### config.mk
export PLATFORM = sky130hd
export DESIGN_NAME = rgb_led_strip_frame_builder
export DESIGN_NICKNAME = d
export VERILOG_FILES = /design/src/rtl/rlfb_pkg.sv /design/src/rtl/rgb_led_strip_frame_builder.sv /design/src/rtl/rlfb_ram.sv /design/src/rtl/rlfb_front.sv /design/src/rtl/rlfb_cmd_fifo.sv /design/src/rtl/rlfb_back.sv
export VERILOG_INCLUDE_DIRS = /design/src /design/src/rtl
export SDC_FILE = /design/constraint.sdc
export NUM_CORES = 1
export LEC_CHECK = 0
export ABC_CLOCK_PERIOD_IN_PS = 14960
export BUFFER_PORTS_ARGS = -buffer_cell sky130_fd_sc_hd__buf_2
export CORE_MARGIN = 2
export CORE_UTILIZATION = 30
export CTS_BUF_LIST = sky130_fd_sc_hd__clkbuf_4
export CTS_CLUSTER_DIAMETER = 80
export DETAILED_ROUTE_END_ITERATION = 6
export SYNTH_ARGS = -nofsm -noshare
export SYNTH_HDL_FRONTEND = slang
export SYNTH_SLANG_ARGS = --single-unit
export TNS_END_PERCENT = 5
### constraint.sdc
create_clock -name clk -period 14.96 [get_ports clk]
set_input_delay 2.244 -clock clk [delete_from_list [all_inputs] [get_ports clk]]
set_output_delay 2.244 -clock clk [all_outputs]
set_load 0.05 [all_outputs]
### src/rtl/rgb_led_strip_frame_builder_macros.svh
// assertion macros for the led strip frame builder
`ifndef RGB_LED_STRIP_FRAME_BUILDER_MACROS_SVH
`define RGB_LED_STRIP_FRAME_BUILDER_MACROS_SVH

// condition must never hold outside reset
`define RLFB_ASSERT_NEVER(lbl, clk, rst_n, cond) \
  lbl: assert property (@(posedge clk) disable iff (!rst_n) !(cond)) \
    else $error("%m: forbidden condition seen");

// same-cycle implication
`define RLFB_ASSERT_IMPL(lbl, clk, rst_n, ante, cons) \
  lbl: assert property (@(posedge clk) disable iff (!rst_n) (ante) |-> (cons)) \
    else $error("%m: implication failed");

// next-cycle implication
`define RLFB_ASSERT_NEXT(lbl, clk, rst_n, ante, cons) \
  lbl: assert property (@(posedge clk) disable iff (!rst_n) (ante) |=> (cons)) \
    else $error("%m: next-cycle implication failed");

`endif

### src/rtl/rlfb_pkg.sv
// shared types, codes and helpers of the led strip frame builder
package rlfb_pkg;

  localparam int MAX_LEDS_DEF = 32;
  localparam int CMD_FIFO_DEPTH = 2;

  localparam logic [1:0] OP_SET_ALL    = 2'd0;
  localparam logic [1:0] OP_SET_BRIGHT = 2'd1;
  localparam logic [1:0] OP_REFRESH    = 2'd2;

  localparam logic [5:0] LED_COUNT_RST = 6'd32;
  localparam logic [2:0] HDR_BITS      = 3'b111;
  localparam logic [7:0] END_BYTE      = 8'hFF;
  localparam logic [6:0] END_ROUND     = 7'd15;
  localparam int         END_SHIFT     = 4;
  localparam logic [2:0] VB_FULL       = 3'd4;
  localparam int         ENTRY_W       = 29;

  typedef enum logic [1:0] {
    CMD_SET_ALL,
    CMD_SET_BRIGHT,
    CMD_REFRESH
  } cmd_kind_t;

  typedef struct packed {
    cmd_kind_t  kind;
    logic [4:0] first;
    logic [4:0] stop;
    logic [4:0] bright;
    logic [7:0] blue;
    logic [7:0] green;
    logic [7:0] red;
  } cmd_t;

  typedef struct packed {
    logic full;
    logic empty;
  } fifo_stat_t;

  // closing bytes of 0xff, earliest in the top byte, unused bytes zero
  function automatic logic [31:0] end_word(input logic [2:0] nbytes);
    logic [31:0] w;
    w = '0;
    for (int b = 0; b < 4; b++) begin
      if (3'(b) < nbytes) begin
        w[31 - 8*b -: 8] = END_BYTE;
      end
    end
    return w;
  endfunction

endpackage

### src/rtl/rgb_led_strip_frame_builder.sv
// top level of the led strip frame builder
//
//  channel | direction | handshake           | payload
//  in_     | input     | in_valid/in_stall   | operation, index range, brightness, colour
//  out_    | output    | out_valid/out_stall | frame word, valid byte count, last flag
//  cfg_    | input     | cfg_wr_en           | led_count
//
// a set-colour range writes each entry once, a set-brightness range reads and then writes
// each entry (read-modify-write on the single store port); the command is popped in idle.
// a refresh streams min(led_count, MAX_LEDS) + 2 words at one word per cycle while
// out_stall is low (only the start word for a zero count), paced by the store read
// port and the output register.
// synchronous reset empties the queue and clears the per-entry valid bits.
// out_stall holds the sequencer; a front register and a two-entry queue keep taking
// input transactions meanwhile.
module rgb_led_strip_frame_builder #(
  parameter int MAX_LEDS = rlfb_pkg::MAX_LEDS_DEF
) (
  input  logic        clk,
  input  logic        rst_n,
  input  logic        cfg_wr_en,
  input  logic [5:0]  cfg_wr_data,
  input  logic        in_valid,
  output logic        in_stall,
  input  logic [1:0]  in_operation,
  input  logic [4:0]  in_first_index,
  input  logic [4:0]  in_last_index,
  input  logic [4:0]  in_brightness,
  input  logic [7:0]  in_red,
  input  logic [7:0]  in_green,
  input  logic [7:0]  in_blue,
  output logic        out_valid,
  input  logic        out_stall,
  output logic [31:0] out_frame_word,
  output logic [2:0]  out_valid_bytes,
  output logic        out_last_word
);
  import rlfb_pkg::*;

  localparam int CW = $clog2(MAX_LEDS + 1);

  logic [5:0]    led_count_r;
  logic [CW-1:0] cnt;
  logic          push, pop;
  cmd_t          push_cmd, pop_cmd;
  fifo_stat_t    fifo_stat;

  always_ff @(posedge clk) begin
    if (!rst_n) begin
      led_count_r <= LED_COUNT_RST;
    end else if (cfg_wr_en) begin
      led_count_r <= cfg_wr_data;
    end
  end

  // counts above the store size act as the store size
  assign cnt = (led_count_r > 6'(MAX_LEDS)) ? CW'(MAX_LEDS) : CW'(led_count_r);

  rlfb_front #(
    .MAX_LEDS (MAX_LEDS)
  ) u_front (
    .clk            (clk),
    .rst_n          (rst_n),
    .cnt            (cnt),
    .in_valid       (in_valid),
    .in_stall       (in_stall),
    .in_operation   (in_operation),
    .in_first_index (in_first_index),
    .in_last_index  (in_last_index),
    .in_brightness  (in_brightness),
    .in_red         (in_red),
    .in_green       (in_green),
    .in_blue        (in_blue),
    .fifo_stat      (fifo_stat),
    .push           (push),
    .push_cmd       (push_cmd)
  );

  rlfb_cmd_fifo u_fifo (
    .clk      (clk),
    .rst_n    (rst_n),
    .push     (push),
    .push_cmd (push_cmd),
    .pop      (pop),
    .pop_cmd  (pop_cmd),
    .stat     (fifo_stat)
  );

  rlfb_back #(
    .MAX_LEDS (MAX_LEDS)
  ) u_back (
    .clk             (clk),
    .rst_n           (rst_n),
    .cnt             (cnt),
    .fifo_cmd        (pop_cmd),
    .fifo_empty      (fifo_stat.empty),
    .pop             (pop),
    .out_valid       (out_valid),
    .out_stall       (out_stall),
    .out_frame_word  (out_frame_word),
    .out_valid_bytes (out_valid_bytes),
    .out_last_word   (out_last_word)
  );

endmodule

### src/rtl/rlfb_ram.sv
// generic single-port ram with registered read
module rlfb_ram #(
  parameter int WIDTH = rlfb_pkg::ENTRY_W,
  parameter int DEPTH = rlfb_pkg::MAX_LEDS_DEF,
  localparam int AW = (DEPTH > 1) ? $clog2(DEPTH) : 1
) (
  input  logic             clk,
  input  logic             wr_en,
  input  logic             rd_en,
  input  logic [AW-1:0]    addr,
  input  logic [WIDTH-1:0] wr_data,
  output logic [WIDTH-1:0] rd_data
);

  logic [WIDTH-1:0] mem_r [DEPTH];
  logic [WIDTH-1:0] rd_data_r;

  always_ff @(posedge clk) begin
    if (wr_en) begin
      mem_r[addr] <= wr_data;
    end
    if (rd_en) begin
      rd_data_r <= mem_r[addr];
    end
  end

  assign rd_data = rd_data_r;

endmodule

### src/rtl/rlfb_front.sv
// front end: takes input transactions, classifies and clips them into commands
module rlfb_front #(
  parameter int MAX_LEDS = rlfb_pkg::MAX_LEDS_DEF,
  localparam int CW = $clog2(MAX_LEDS + 1)
) (
  input  logic                clk,
  input  logic                rst_n,
  input  logic [CW-1:0]       cnt,
  input  logic                in_valid,
  output logic                in_stall,
  input  logic [1:0]          in_operation,
  input  logic [4:0]          in_first_index,
  input  logic [4:0]          in_last_index,
  input  logic [4:0]          in_brightness,
  input  logic [7:0]          in_red,
  input  logic [7:0]          in_green,
  input  logic [7:0]          in_blue,
  input  rlfb_pkg::fifo_stat_t fifo_stat,
  output logic                push,
  output rlfb_pkg::cmd_t      push_cmd
);
  import rlfb_pkg::*;

  localparam int IW = (CW > 5) ? CW : 5;

  cmd_t        cmd_r, cmd_nxt;
  logic        cmd_vld_r, cmd_vld_nxt;
  logic        accept;
  logic        keep;
  logic [IW-1:0] cnt_ext;
  logic        range_ok;

  assign in_stall = cmd_vld_r && fifo_stat.full;
  assign accept   = in_valid && !in_stall;
  assign push     = cmd_vld_r && !fifo_stat.full;
  assign push_cmd = cmd_r;

  assign cnt_ext  = IW'(cnt);
  // entries at or above the count are skipped, an empty range does nothing
  assign range_ok = (in_first_index <= in_last_index) && (IW'(in_first_index) < cnt_ext);

  always_comb begin
    cmd_nxt.first  = in_first_index;
    cmd_nxt.stop   = (IW'(in_last_index) < cnt_ext) ? in_last_index
                                                    : 5'(cnt_ext - IW'(1));
    cmd_nxt.bright = in_brightness;
    cmd_nxt.blue   = in_blue;
    cmd_nxt.green  = in_green;
    cmd_nxt.red    = in_red;
    cmd_nxt.kind   = CMD_REFRESH;
    keep           = 1'b0;
    unique case (in_operation)
      OP_SET_ALL: begin
        cmd_nxt.kind = CMD_SET_ALL;
        keep         = range_ok;
      end
      OP_SET_BRIGHT: begin
        cmd_nxt.kind = CMD_SET_BRIGHT;
        keep         = range_ok;
      end
      OP_REFRESH: begin
        cmd_nxt.kind = CMD_REFRESH;
        keep         = 1'b1;
      end
      default: begin
        keep = 1'b0;
      end
    endcase
  end

  always_comb begin
    cmd_vld_nxt = cmd_vld_r;
    if (accept) begin
      cmd_vld_nxt = keep;
    end else if (push) begin
      cmd_vld_nxt = 1'b0;
    end
  end

  always_ff @(posedge clk) begin
    if (!rst_n) begin
      cmd_vld_r <= 1'b0;
    end else begin
      cmd_vld_r <= cmd_vld_nxt;
    end
  end

  always_ff @(posedge clk) begin
    if (accept) begin
      cmd_r <= cmd_nxt;
    end
  end

endmodule

### src/rtl/rlfb_cmd_fifo.sv
// short command queue between front end and sequencer
module rlfb_cmd_fifo (
  input  logic                 clk,
  input  logic                 rst_n,
  input  logic                 push,
  input  rlfb_pkg::cmd_t       push_cmd,
  input  logic                 pop,
  output rlfb_pkg::cmd_t       pop_cmd,
  output rlfb_pkg::fifo_stat_t stat
);
  import rlfb_pkg::*;

  localparam int DEPTH = CMD_FIFO_DEPTH;
  localparam int PW    = (DEPTH > 1) ? $clog2(DEPTH) : 1;

  cmd_t          mem_r [DEPTH];
  logic [PW-1:0] wptr_r, rptr_r;
  logic [PW:0]   fill_r;

  function automatic logic [PW-1:0] ptr_inc(input logic [PW-1:0] p);
    return (p == PW'(DEPTH - 1)) ? '0 : p + PW'(1);
  endfunction

  assign stat.empty = (fill_r == '0);
  assign stat.full  = (fill_r == (PW+1)'(DEPTH));
  assign pop_cmd    = mem_r[rptr_r];

  always_ff @(posedge clk) begin
    if (!rst_n) begin
      wptr_r <= '0;
      rptr_r <= '0;
      fill_r <= '0;
    end else begin
      if (push) begin
        wptr_r <= ptr_inc(wptr_r);
      end
      if (pop) begin
        rptr_r <= ptr_inc(rptr_r);
      end
      if (push && !pop) begin
        fill_r <= fill_r + (PW+1)'(1);
      end else if (pop && !push) begin
        fill_r <= fill_r - (PW+1)'(1);
      end
    end
  end

  always_ff @(posedge clk) begin
    if (push) begin
      mem_r[wptr_r] <= push_cmd;
    end
  end

endmodule

### src/rtl/rlfb_back.sv
// sequencer: carries out range writes and streams the refresh frame
module rlfb_back #(
  parameter int MAX_LEDS = rlfb_pkg::MAX_LEDS_DEF,
  localparam int CW = $clog2(MAX_LEDS + 1)
) (
  input  logic           clk,
  input  logic           rst_n,
  input  logic [CW-1:0]  cnt,
  input  rlfb_pkg::cmd_t fifo_cmd,
  input  logic           fifo_empty,
  output logic           pop,
  output logic           out_valid,
  input  logic           out_stall,
  output logic [31:0]    out_frame_word,
  output logic [2:0]     out_valid_bytes,
  output logic           out_last_word
);
  import rlfb_pkg::*;

`include "rgb_led_strip_frame_builder_macros.svh"

  localparam int IW = (CW > 5) ? CW : 5;
  localparam int AW = (MAX_LEDS > 1) ? $clog2(MAX_LEDS) : 1;

  typedef enum logic [2:0] {
    S_IDLE,
    S_WRITE,
    S_RMW_RD,
    S_RMW_WR,
    S_START,
    S_LED,
    S_END
  } state_t;

  state_t        state_r, state_nxt;
  cmd_t          cur_r, cur_nxt;
  logic [IW-1:0] idx_r, idx_nxt, idx_inc, cnt_ext;
  logic          out_valid_r, out_valid_nxt;
  logic [31:0]   out_word_r, out_word_nxt;
  logic [2:0]    out_vb_r, out_vb_nxt;
  logic          out_last_r, out_last_nxt;

  logic               ram_wr_en, ram_rd_en;
  logic [AW-1:0]      ram_addr;
  logic [ENTRY_W-1:0] ram_wdata, ram_rdata, entry;
  logic [MAX_LEDS-1:0] valid_r;
  logic               rd_ok_r;
  logic               out_free;
  logic [6:0]         eb_sum;
  logic [2:0]         end_bytes;

  rlfb_ram #(
    .WIDTH (ENTRY_W),
    .DEPTH (MAX_LEDS)
  ) u_store (
    .clk     (clk),
    .wr_en   (ram_wr_en),
    .rd_en   (ram_rd_en),
    .addr    (ram_addr),
    .wr_data (ram_wdata),
    .rd_data (ram_rdata)
  );

  // an entry never written since reset reads as zero
  always_ff @(posedge clk) begin
    if (!rst_n) begin
      valid_r <= '0;
    end else if (ram_wr_en) begin
      valid_r[ram_addr] <= 1'b1;
    end
  end

  always_ff @(posedge clk) begin
    if (ram_rd_en) begin
      rd_ok_r <= valid_r[ram_addr];
    end
  end

  assign entry     = rd_ok_r ? ram_rdata : '0;
  assign cnt_ext   = IW'(cnt);
  assign idx_inc   = idx_r + IW'(1);
  assign out_free  = !out_valid_r || !out_stall;
  assign eb_sum    = 7'(cnt) + END_ROUND;
  assign end_bytes = 3'(eb_sum >> END_SHIFT);

  always_comb begin
    state_nxt     = state_r;
    cur_nxt       = cur_r;
    idx_nxt       = idx_r;
    out_valid_nxt = out_valid_r && out_stall;
    out_word_nxt  = out_word_r;
    out_vb_nxt    = out_vb_r;
    out_last_nxt  = out_last_r;
    pop           = 1'b0;
    ram_wr_en     = 1'b0;
    ram_rd_en     = 1'b0;
    ram_addr      = idx_r[AW-1:0];
    ram_wdata     = {cur_r.bright, cur_r.blue, cur_r.green, cur_r.red};
    unique case (state_r)
      S_IDLE: begin
        if (!fifo_empty) begin
          pop     = 1'b1;
          cur_nxt = fifo_cmd;
          idx_nxt = IW'(fifo_cmd.first);
          unique case (fifo_cmd.kind)
            CMD_SET_ALL:    state_nxt = S_WRITE;
            CMD_SET_BRIGHT: state_nxt = S_RMW_RD;
            CMD_REFRESH:    state_nxt = S_START;
            default:        state_nxt = S_IDLE;
          endcase
        end
      end
      S_WRITE: begin
        ram_wr_en = 1'b1;
        if (idx_r == IW'(cur_r.stop)) begin
          state_nxt = S_IDLE;
        end else begin
          idx_nxt = idx_inc;
        end
      end
      S_RMW_RD: begin
        ram_rd_en = 1'b1;
        state_nxt = S_RMW_WR;
      end
      S_RMW_WR: begin
        ram_wr_en = 1'b1;
        ram_wdata = {cur_r.bright, entry[23:0]};
        if (idx_r == IW'(cur_r.stop)) begin
          state_nxt = S_IDLE;
        end else begin
          idx_nxt   = idx_inc;
          state_nxt = S_RMW_RD;
        end
      end
      S_START: begin
        if (out_free) begin
          out_valid_nxt = 1'b1;
          out_word_nxt  = '0;
          out_vb_nxt    = VB_FULL;
          out_last_nxt  = (cnt_ext == '0);
          idx_nxt       = '0;
          if (cnt_ext == '0) begin
            state_nxt = S_IDLE;
          end else begin
            // fetch the first entry while the start word goes out
            ram_rd_en = 1'b1;
            ram_addr  = '0;
            state_nxt = S_LED;
          end
        end
      end
      S_LED: begin
        if (out_free) begin
          out_valid_nxt = 1'b1;
          out_word_nxt  = {HDR_BITS, entry};
          out_vb_nxt    = VB_FULL;
          out_last_nxt  = 1'b0;
          if (idx_r == cnt_ext - IW'(1)) begin
            state_nxt = S_END;
          end else begin
            idx_nxt   = idx_inc;
            ram_rd_en = 1'b1;
            ram_addr  = idx_inc[AW-1:0];
          end
        end
      end
      S_END: begin
        if (out_free) begin
          out_valid_nxt = 1'b1;
          out_word_nxt  = end_word(end_bytes);
          out_vb_nxt    = end_bytes;
          out_last_nxt  = 1'b1;
          state_nxt     = S_IDLE;
        end
      end
      default: begin
        state_nxt = S_IDLE;
      end
    endcase
  end

  always_ff @(posedge clk) begin
    if (!rst_n) begin
      state_r     <= S_IDLE;
      out_valid_r <= 1'b0;
    end else begin
      state_r     <= state_nxt;
      out_valid_r <= out_valid_nxt;
    end
    cur_r      <= cur_nxt;
    idx_r      <= idx_nxt;
    out_word_r <= out_word_nxt;
    out_vb_r   <= out_vb_nxt;
    out_last_r <= out_last_nxt;
  end

  assign out_valid       = out_valid_r;
  assign out_frame_word  = out_word_r;
  assign out_valid_bytes = out_vb_r;
  assign out_last_word   = out_last_r;

  `RLFB_ASSERT_NEVER(a_no_rd_wr_same_cycle, clk, rst_n, ram_wr_en && ram_rd_en)
  `RLFB_ASSERT_IMPL(a_led_idx_in_range, clk, rst_n, state_r == S_LED, idx_r < cnt_ext)
  `RLFB_ASSERT_NEXT(a_last_word_ends_frame, clk, rst_n, out_valid_nxt && out_last_nxt && (!out_valid_r || !out_stall), state_r == S_IDLE)
  `RLFB_ASSERT_IMPL(a_pop_only_when_idle, clk, rst_n, pop, state_r == S_IDLE && !fifo_empty)

endmodule

After elaboration in Yosys (flattened, before gate mapping). Memories as Yosys holds them, arrays and structs flattened. A register that Yosys moved wholly into a read port is not among the register bits. Cells that the tools add are included.

Register bits: 165. Bits in latches: 0. Bits in writable memories: 1010. Memory bits (read-only): 0. Bits of input ports: 52. Output and inout bits: 38. Memories kept: 2.

Memory list: u_back.u_store.mem_r (depth 32, width 29, read ports 1, clocked after memory_dff 1, write ports 1, line rlfb_ram.sv:15) `logic [WIDTH-1:0] mem_r [DEPTH];`; u_fifo.mem_r (depth 2, width 41, read ports 1, clocked after memory_dff 1, write ports 1, line rlfb_cmd_fifo.sv:16) `cmd_t mem_r [DEPTH];`.

$add $sub $neg: 7. $mul: 0. Div/mod/pow operators: 0. $lt $le $gt $ge: 10. Eq/ne operators: 22. Shifts and indexed selects: 0. Multiplexer cells: 68. Bitwise operators: 2. Reductions and logical operators: 34.

Operator list (number): $mux W32 (3); $pmux W32 S3 (1); $mux W6 (6); $mux W8 (4); $or A32 B32 Y32 (1); $mux W29 (1); $mux W3 (9); $mux W5 (5); $mux W1 (24); $mux W24 (1); $pmux W6 S4 (1); $pmux W3 S7 (1); $lt A5 B6 Y1 (2); $ne A2 B1 Y1 const B (6); $reduce_and A6 Y1 (2); $pmux W5 S2 (1); $eq A3 B3 Y1 const B (3); $pmux W3 S3 (1); $logic_and A1 B1 Y1 (8); $add A6 B4 Y7 const B (1); $add A6 B1 Y6 const B (1); $eq A2 B2 Y1 const B (3); $eq A3 B2 Y1 const B (2); $eq A6 B5 Y1 (1); other kinds (35) (55).

Logic depth before layout (Yosys ltp). Gate-level depths: netlist of the first run.

Depth in word-level cells: 12. Gate-level depth with buffers: 16. Depth with buffers taken out: 12.

Hierarchy. A second synthesis of the first run with hierarchy kept.

Cell total of the unflattened synthesis: 2711. Area total of the unflattened synthesis: 46743.6 µm².

By module, submodules not included: rlfb_ram (times used 1, cells an instance 1910, area each 36248.5 µm²); rlfb_back (times used 1, cells an instance 519, area each 5323.9 µm²); rlfb_cmd_fifo (times used 1, cells an instance 150, area each 3168.0 µm²); rlfb_front (times used 1, cells an instance 107, area each 1741.7 µm²); rgb_led_strip_frame_builder (times used 1, cells an instance 25, area each 261.5 µm²).

Worst setup path after synthesis of the first run. Ideal clock, no wire load.

Path kind: input -> register. Start point: in out_stall. End point: mem u_back.u_store.mem_r[11][0] (netlist bit) (enable). Arrival: 5.253 ns. Path slack: 9.290 ns. Cell stages on the path: 11. Cells stage by stage: and2_1 > buf_1 > a21oi_1 > o21ai_0 > a221oi_1 > nand3_1 > buf_2 > buf_2 > buf_2 > nand3_1 > nor2_1.

Word-level cells in the longest chain between the ends: 4.

RTL lines: start, declared (line rgb_led_strip_frame_builder.sv:33) `input logic out_stall,`; $logic_not A1 Y1 * (line rlfb_back.sv:82) `assign out_free = !out_valid_r || !out_stall;`; $logic_or A1 B1 Y1 * (line rlfb_back.sv:82); $mux W5, on equally long branches (line rlfb_back.sv:153, rlfb_back.sv:136); $pmux W5 S2 * (line rlfb_back.sv:99) `unique case (state_r)`; end, declared (line rlfb_ram.sv:15).

Mark *: on every way between the ends. The rest lies on a longest branch, timed or not.

Worst setup path after layout of the first run.
Start point: reg led_count_r[5]. End point: reg u_back.u_store.rd_data_r[10] (netlist: u_back.u_store.rd_data[10]) (read register of u_back.u_store.mem_r) (data pin).

Word-level cells in the longest chain between the ends: 7.

RTL lines: start, declared (line rgb_led_strip_frame_builder.sv:42) `logic [5:0] led_count_r;`; start signal, assigned (line rgb_led_strip_frame_builder.sv:52) `led_count_r <= cfg_wr_data;`; $gt A6 B6 Y1 (line rgb_led_strip_frame_builder.sv:57) `assign cnt = (led_count_r > 6'(MAX_LEDS)) ? CW'(MAX_LEDS) : CW'(led_count_r);`; $mux W6 * (line rgb_led_strip_frame_builder.sv:57); $sub A6 B1 Y6 (line rlfb_back.sv:158) `if (idx_r == cnt_ext - IW'(1)) begin`; $eq A6 B6 Y1 (line rlfb_back.sv:158); $mux W1 or $mux W5 (tied branches) (line rlfb_back.sv:158); $mux W1 or $mux W5 (tied branches) (line rlfb_back.sv:153) `if (out_free) begin`; $pmux W1 S3 or $pmux W5 S2 (tied branches) (line rlfb_back.sv:99); end, declared (line rlfb_ram.sv:16) `logic [WIDTH-1:0] rd_data_r;`.

Marks and branches as above. A chain may end at the register's enable or synchronous reset.

==> impl_metrics.ini, run 1 <==
[synth]
synth_area_sq_mm = 0.0477
synth_edf_count = 1155
synth_cell_type_count = 64
async_flop_share_pct = 0
yosysTopAreaCell = edfxtp_1
yosysTopAreaCellShare_pct = 72.8
synth_area_leaders = edfxtp_1, mux2i_1, dfxtp_1, a22oi_1, buf_2
syn_area_per_cell_sq_um = 17.8
ys_warn_count = 0
syn_inst = 2682
synth.most_common_cell = edfxtp_1
syn_nets = 2751
yosysSeqAreaShare_pct = 74.8
netlist_top_cells_count = edfxtp_1, mux2i_1, a22oi_1, buf_2, nand2_1
ys_dominant_reg_cell = edfxtp_1
synth-seq-cells = 1203

[cts]
hold_buffers = 0
clock_sinks = 1203
clk_pin_slew_ps = 60
cts_tree = built
postCtsSetupRepairBufs = 0
root_buffer = clkbuf_4
clock_latency_ps = 1170
htreeDepth = 5
cts_resized = 0
clockBufferDepth = 4
cts_inserted_buffers = 327

[sta]
max_freq_mhz = 139
rsz0062_at_grt = false
slew_headroom_pct = 13.6
report.final.slew_viol_count = 0
clock_skew_ps = 98.4
tns_ps = 0
worst_slack_ps = 7750
finalSetupViolCount = 0
hold_violations = 0
fin_crit_ps = 7210
tightest_slew_ps = 1290
finalCritPeriodShare_pct = 48.2

[grt]
grt_max_degree = 66
grt_pass1_vias = 26000
grt.met3_usage_pct = 3.97
grt_pass1_wl_mm = 175
track_usage_pct = 14.9
overflow = 0
grt_use_met1_pct = 19.1
busiest_layer = met2
grt_antenna_before_repair = 4
met2_usage_pct = 23.7

[critical_path]
regToRegSetupSlack_ps = 7750
cp.required_ps = 15770
cp_top_family = buffers and inverters
path_depth = 16
r2r_start = led_count_r[5]
critical_path.cell_chain = inv_1 -> nand2_1 -> ha_1 -> nand4bb_1 -> a21o_1 -> a21oi_1 -> or4_4 -> nand2_1 -> a221oi_4 -> buf_4 -> buf_4 -> buf_4 -> buf_4 -> mux2i_1 -> a22oi_1 -> nand4_1
rr_endpoint = u_back.u_store.rd_data[10]
cpPeakStageDelay_ps = 940
crit_type = reg2reg
worstSetupEndpointType = flop
cp-endpoint = u_back.u_store.rd_data[10]
worstSetupStartpointType = flop
cp-startpoint = led_count_r[5]
critPathSlowestCell = buf_4
worstRegToRegCells = 16
worstPathArrival_ps = 8010
path_buf_inv = 5
critPathMaxFanout = 53
crit_top_cell = buf_4

[placement]
placed_cells = 4789
hpwl_mm = 68.0
port_buffers = 89
place_congestion = 0.764
placed_cell_area_sq_mm = 0.0510
post-place-ws_ps = 6880

[detailed_routing]
viasPerCell = 4.81
vias = 25600
avgRoutedWirePerCell_um = 23.1
drc = 0
drt_iter0_markers = 2460
antenna_left = 0
drt-total-wl_mm = 123
first_pass_iters = 5

[flow_run]
cap_violations = 0

[pwr]
irDropWorstVdd_mv = 0.142
p_leak_nw = 19.5
power_density_mw_per_mm2 = 192

[cells_and_area]
design_area_sq_mm = 0.0549
drive_gt1_share_pct = 23.4
syn2layout_area_growth_pct = 15.1
final_cells = 5324
fin_nets = 3115
fillers = 14900
utilization_pct = 34.7

[floorplanning]
core_sq_mm = 0.158
io_pins = 90
initial_core_util_pct = 30.2
design.die.area_sq_mm = 0.162
die_h_um = 403
die_w_um = 403
num_rows = 146

[min_path]
hold_path.class = reg2reg

[run_status]
status = complete, no violations
## stage by stage
stage | power, mW | hold slack, ps
2_1_floorplan | 6.84 | 421
3_3_place_gp | 7.83 | 424
3_5_place_dp | 7.87 | 434
4_1_cts | 10.6 | 439
5_1_grt | 11.0 | 446
6_report | 10.6 | 436
## sequential cells by signal, indices dropped and copies added (netlist names), 2 cells and up, named ones only
signal,flops
u_back.u_store.mem_r,928
u_back.u_store.rd_data,29
u_fifo.fill_r,2
u_back.idx_r,6
u_back.out_frame_word,30
u_back.out_valid_bytes,3
u_front.push_cmd,41
u_back.valid_r,32
led_count_r,6
u_back.cur_r,34
u_back.state_r,3
u_fifo.mem_r,82
## cells in the final DEF (no fill, tap or decap), types with 3 or more instances in the layout
cell type  count
clkinv_2       6
nor3_4         6
nor2_4        33
clkinv_1      50
a21oi_1       17
edfxtp_1    1155
xnor2_1       11
or4_1          3
nand4_1       31
nor4_1         4
ha_1          17
nor2b_1       13
o31ai_1        3
o21a_1        40
inv_2          6
and3_1         4
nor3_1         5
o21ai_0       30
o21ai_1       21
clkbuf_4     464
a22oi_1      120
o22ai_1        5
xor2_1         4
and2_1         7
nand2_1       73
mux2i_1      732
buf_2         89
a21boi_0       5
nand3_1       21
bufinv_16      4
o21ai_2        5
nor2_1        21
buf_4         89
mux2_2        35
nand2b_1       8
dfxtp_1       47
inv_1         20
## where the power goes
group | leakage, nW | switching (mW) | total, mW | internal, mW
Sequential | 10.8 | 0.136 | 4.36 | 4.23
Clock | 2.33 | 1.28 | 2.76 | 1.48
Combinational | 6.33 | 2.17 | 3.43 | 1.26
## final cells by class
cell class	count	area, sq um	area share (%)
multi-input combinational	1316	11600	21.1
sequential	1203	35600	65.0
antenna	2	5.00	0.00912
inverter	20	75.1	0.137
tap	2072	2590	4.72
clock buffer	464	3480	6.35
timing repair buffer	178	1110	2.03
clock inverter	69	385	0.702
## kinds of logic after synthesis
kind of cell    Yosys count  synth area share [%]
flops                  1203                  74.8
mux                     767                  16.2
compound gates          268                  3.95
simple gates            249                  2.72
buf+inv                 163                  1.63
fa+ha+maj                17                 0.446
xor+xnor                 15                 0.276
## how the worst min path moves through the flow
stage                         startpoint             endpoint  slack [ps]  cells past startpoint
finish              u_front.push_cmd[31]  u_fifo.mem_r[1][31]         440                      0
global route        u_front.push_cmd[31]  u_fifo.mem_r[1][31]         450                      0
CTS                 u_front.push_cmd[33]  u_fifo.mem_r[1][33]         440                      0
detailed placement  u_front.push_cmd[35]  u_fifo.mem_r[0][35]         430                      0
global placement    u_front.push_cmd[17]  u_fifo.mem_r[0][17]         420                      0
floorplan            u_front.push_cmd[0]   u_fifo.mem_r[0][0]         420                      0
## per-layer routing
metal / vias up / routed length [um]
li1: 11500 / -
met3: 205 / 9510
met4: 2 / 4000
met2: 985 / 57900
met5: - / 11
met1: 12900 / 51600
Note: power is estimated with default switching activity, not from simulation.
==> inputs of run 2 (changes only) <==
--- a/config.mk
+++ b/config.mk
@@ -6,7 +6,8 @@
 export SDC_FILE = /design/constraint.sdc
 export NUM_CORES = 1
 export LEC_CHECK = 0
-export ABC_CLOCK_PERIOD_IN_PS = 14960
+export ABC_AREA = 1
+export ABC_CLOCK_PERIOD_IN_PS = 6300
 export BUFFER_PORTS_ARGS = -buffer_cell sky130_fd_sc_hd__buf_2
 export CORE_MARGIN = 2
 export CORE_UTILIZATION = 30
==> constraint.sdc (replaced) <==
create_clock -name clk -period 6.3 [get_ports clk]
set_input_delay 0.945 -clock clk [delete_from_list [all_inputs] [get_ports clk]]
set_output_delay 0.945 -clock clk [all_outputs]
set_load 0.05 [all_outputs]
==> impl_metrics.ini, run 2 <==
[run_status]
status = complete, no violations

[synth]
synth_edf_count = 1155
synth_fa_ha_area_share_pct = 0.416
async_flop_share_pct = 0
ys_warn_count = 0
yosysSeqAreaShare_pct = 69.8
synthXorXnorAreaFrac_pct = 0.103
yosysTopAreaCellShare_pct = 67.9
synth_top_family_by_area = simple AND/OR/NAND/NOR gates
syn_nets = 4769
synth_area_sq_mm = 0.0511
synth-seq-cells = 1203
synth_cell_type_count = 38
synthSimpleGateAreaFrac_pct = 24.1
synth_compound_area_share_pct = 1.31
netlist_top_cells_count = nand2_1, edfxtp_1, nand4_1, nor2_1, buf_2
synth.most_common_cell = nand2_1
synth_mux_area_share_pct = 0.769
syn_area_per_cell_sq_um = 10.9
yosysTopAreaCell = edfxtp_1
synth_area_leaders = edfxtp_1, nand2_1, nand4_1, dfxtp_1, nor2_1
syn_inst = 4700
ys_dominant_reg_cell = edfxtp_1

[detailed_routing]
drt_iter0_markers = 4064
first_pass_iters = 6
drt-total-wl_mm = 153
drc = 0
avgRoutedWirePerCell_um = 20.9
vias = 37200
viasPerCell = 5.06
antenna_left = 0

[grt]
overflow = 0
track_usage_pct = 17.2
grt_pass1_vias = 36700
grt_antenna_before_repair = 1
grt_pass1_wl_mm = 228
grt_max_degree = 183

[cells_and_area]
syn2layout_area_growth_pct = 14.6
final_cell_mix = nand2_1, edfxtp_1, nand4_1
fin_nets = 5002
utilization_pct = 34.6
final_cells = 7351
largest-register = u_back.u_store.mem_r
final_common_cell = nand2_1
drive_gt1_share_pct = 15.6
largest_register_ffs = 928

[sta]
clock_skew_ps = 89.6
hold_violations = 0
slew_headroom_pct = 6.62
report.final.slew_viol_count = 0
max_freq_mhz = 200
finalSetupViolCount = 0
rsz0062_at_grt = false
finalCritPeriodShare_pct = 79.3
fin_crit_ps = 5000
tns_ps = 0
tightest_slew_ps = 1400

[floorplanning]
die_w_um = 417
core_sq_mm = 0.169
die_h_um = 417
design.die.area_sq_mm = 0.174
initial_core_util_pct = 30.2
io_pins = 90
num_rows = 151

[critical_path]
critical_path.cell_chain = nor2_1 -> inv_1 -> ha_1 -> xor2_1 -> nand3_1 -> nor2_1 -> nand2_1 -> nor2_1 -> nand2_2 -> nand2_4 -> nand2_1 -> nand3_4 -> nand3_4 -> nor3_4 -> inv_2 -> nor2_4
worstSetupStartpointType = flop
crit_type = reg2reg
crit_top_cell = nor2_1
worstSetupEndpointType = flop
cp.required_ps = 7030
cpPeakStageDelay_ps = 1070
critPathMaxFanout = 36
worstPathArrival_ps = 5730
critPathSlowestCell = nor2_4

[placement]
placed_cells = 6778
port_buffers = 89
place_congestion = 0.847
hpwl_mm = 82.8

[min_path]
hold_path.class = in2reg

[cts]
clock_sinks = 1203
cts_inserted_buffers = 327
root_buffer = clkbuf_4
postCtsSetupRepairBufs = 0
clk_pin_slew_ps = 60
cts_tree = built
clock_latency_ps = 1180
htreeDepth = 5
clockBufferDepth = 4
cts_resized = 0
hold_buffers = 44

[pwr]
p_leak_nw = 23.0
power_density_mw_per_mm2 = 464
irDropWorstVdd_mv = 0.533
finalPower_mw = 27.2

[flow_run]
cap_violations = 0
==> run 2: cell types whose count changed in the layout (fill, tap and decap cells not counted), sizes merged, moves of 15 or more <==
cell         delta
inv            +61
nor2          +170
mux2i         -731
nand2        +2098
o21a           -39
nand4         +451
a21oi          +35
a22oi         -121
dlygate4sd3    +44
clkinv         -15
==> run 2: cells by family after synthesis <==
group / count (synthesis)
DFF: 1203
adders and majority gates: 17
xor gates and xnor gates: 6
muxes: 35
buffers and inverters: 397
AOI/OAI and AO/OA: 121
and+or+nand+nor: 2921
==> run 2: through the flow <==
step                hold slack, ps  area [sq um]  worst slack [ps]
global placement               423         54200              1360
global route                   129         58500               983
CTS                           49.8         58500              1320
floorplan                      421         51100              2220
detailed placement             430         54200              1390
finish                         171         58500              1300
==> run 2: metal layers <==
layer / global-route usage (%) / up-vias / routed length, um
met5: 0 / - / 0
met4: 8.06 / 0 / 6180
met3: 3.27 / 309 / 11800
met2: 28.3 / 1658 / 73400
met1: 21.9 / 18300 / 62100
li1: - / 16900 / -
==> run 2: worst paths after layout <==
kind / start / end / slack (ps) / cells after the start
worst max-delay path: led_count_r[5] / u_back.u_store.mem_r[4][2] / 1300 / 16
worst min-delay path: rst_n / led_count_r[3] / 170 / 3
worst max register to register: led_count_r[5] / u_back.u_store.mem_r[4][2] / 1300 / 16
worst min register to register: u_front.push_cmd[31] / u_fifo.mem_r[0][31] / 430 / 0
==> run 2: worst max-delay path, delay by kind of cell, from the launching register on <==
family	cells	cell delay, ps
AND/OR/NAND/NOR	12	3350
adder cells (fa/ha/maj)	1	330
XOR/XNOR	1	150
buffers and inverters	2	300
flip-flops	1	390
==> run 2: area by class of cell <==
class                   instances  area (sq um)
flip-flops and latches       1203         35600
inverters                      83           312
clock buffers                 475          3570
well taps                    2218          2780
fillers                     16900        111000
clock inverters                53           330
repair buffers                218          1710
diodes                          1          2.50
multi-input cells            3100         14200
==> run 2: report_power, final <==
group	leakage (nW)	internal [mW]	total (mW)	switching (mW)
combinational	9.81	2.49	10.0	7.53
sequential	10.8	10.2	10.5	0.308
clock	2.34	3.58	6.69	3.11
total	23.0	16.2	27.2	10.9
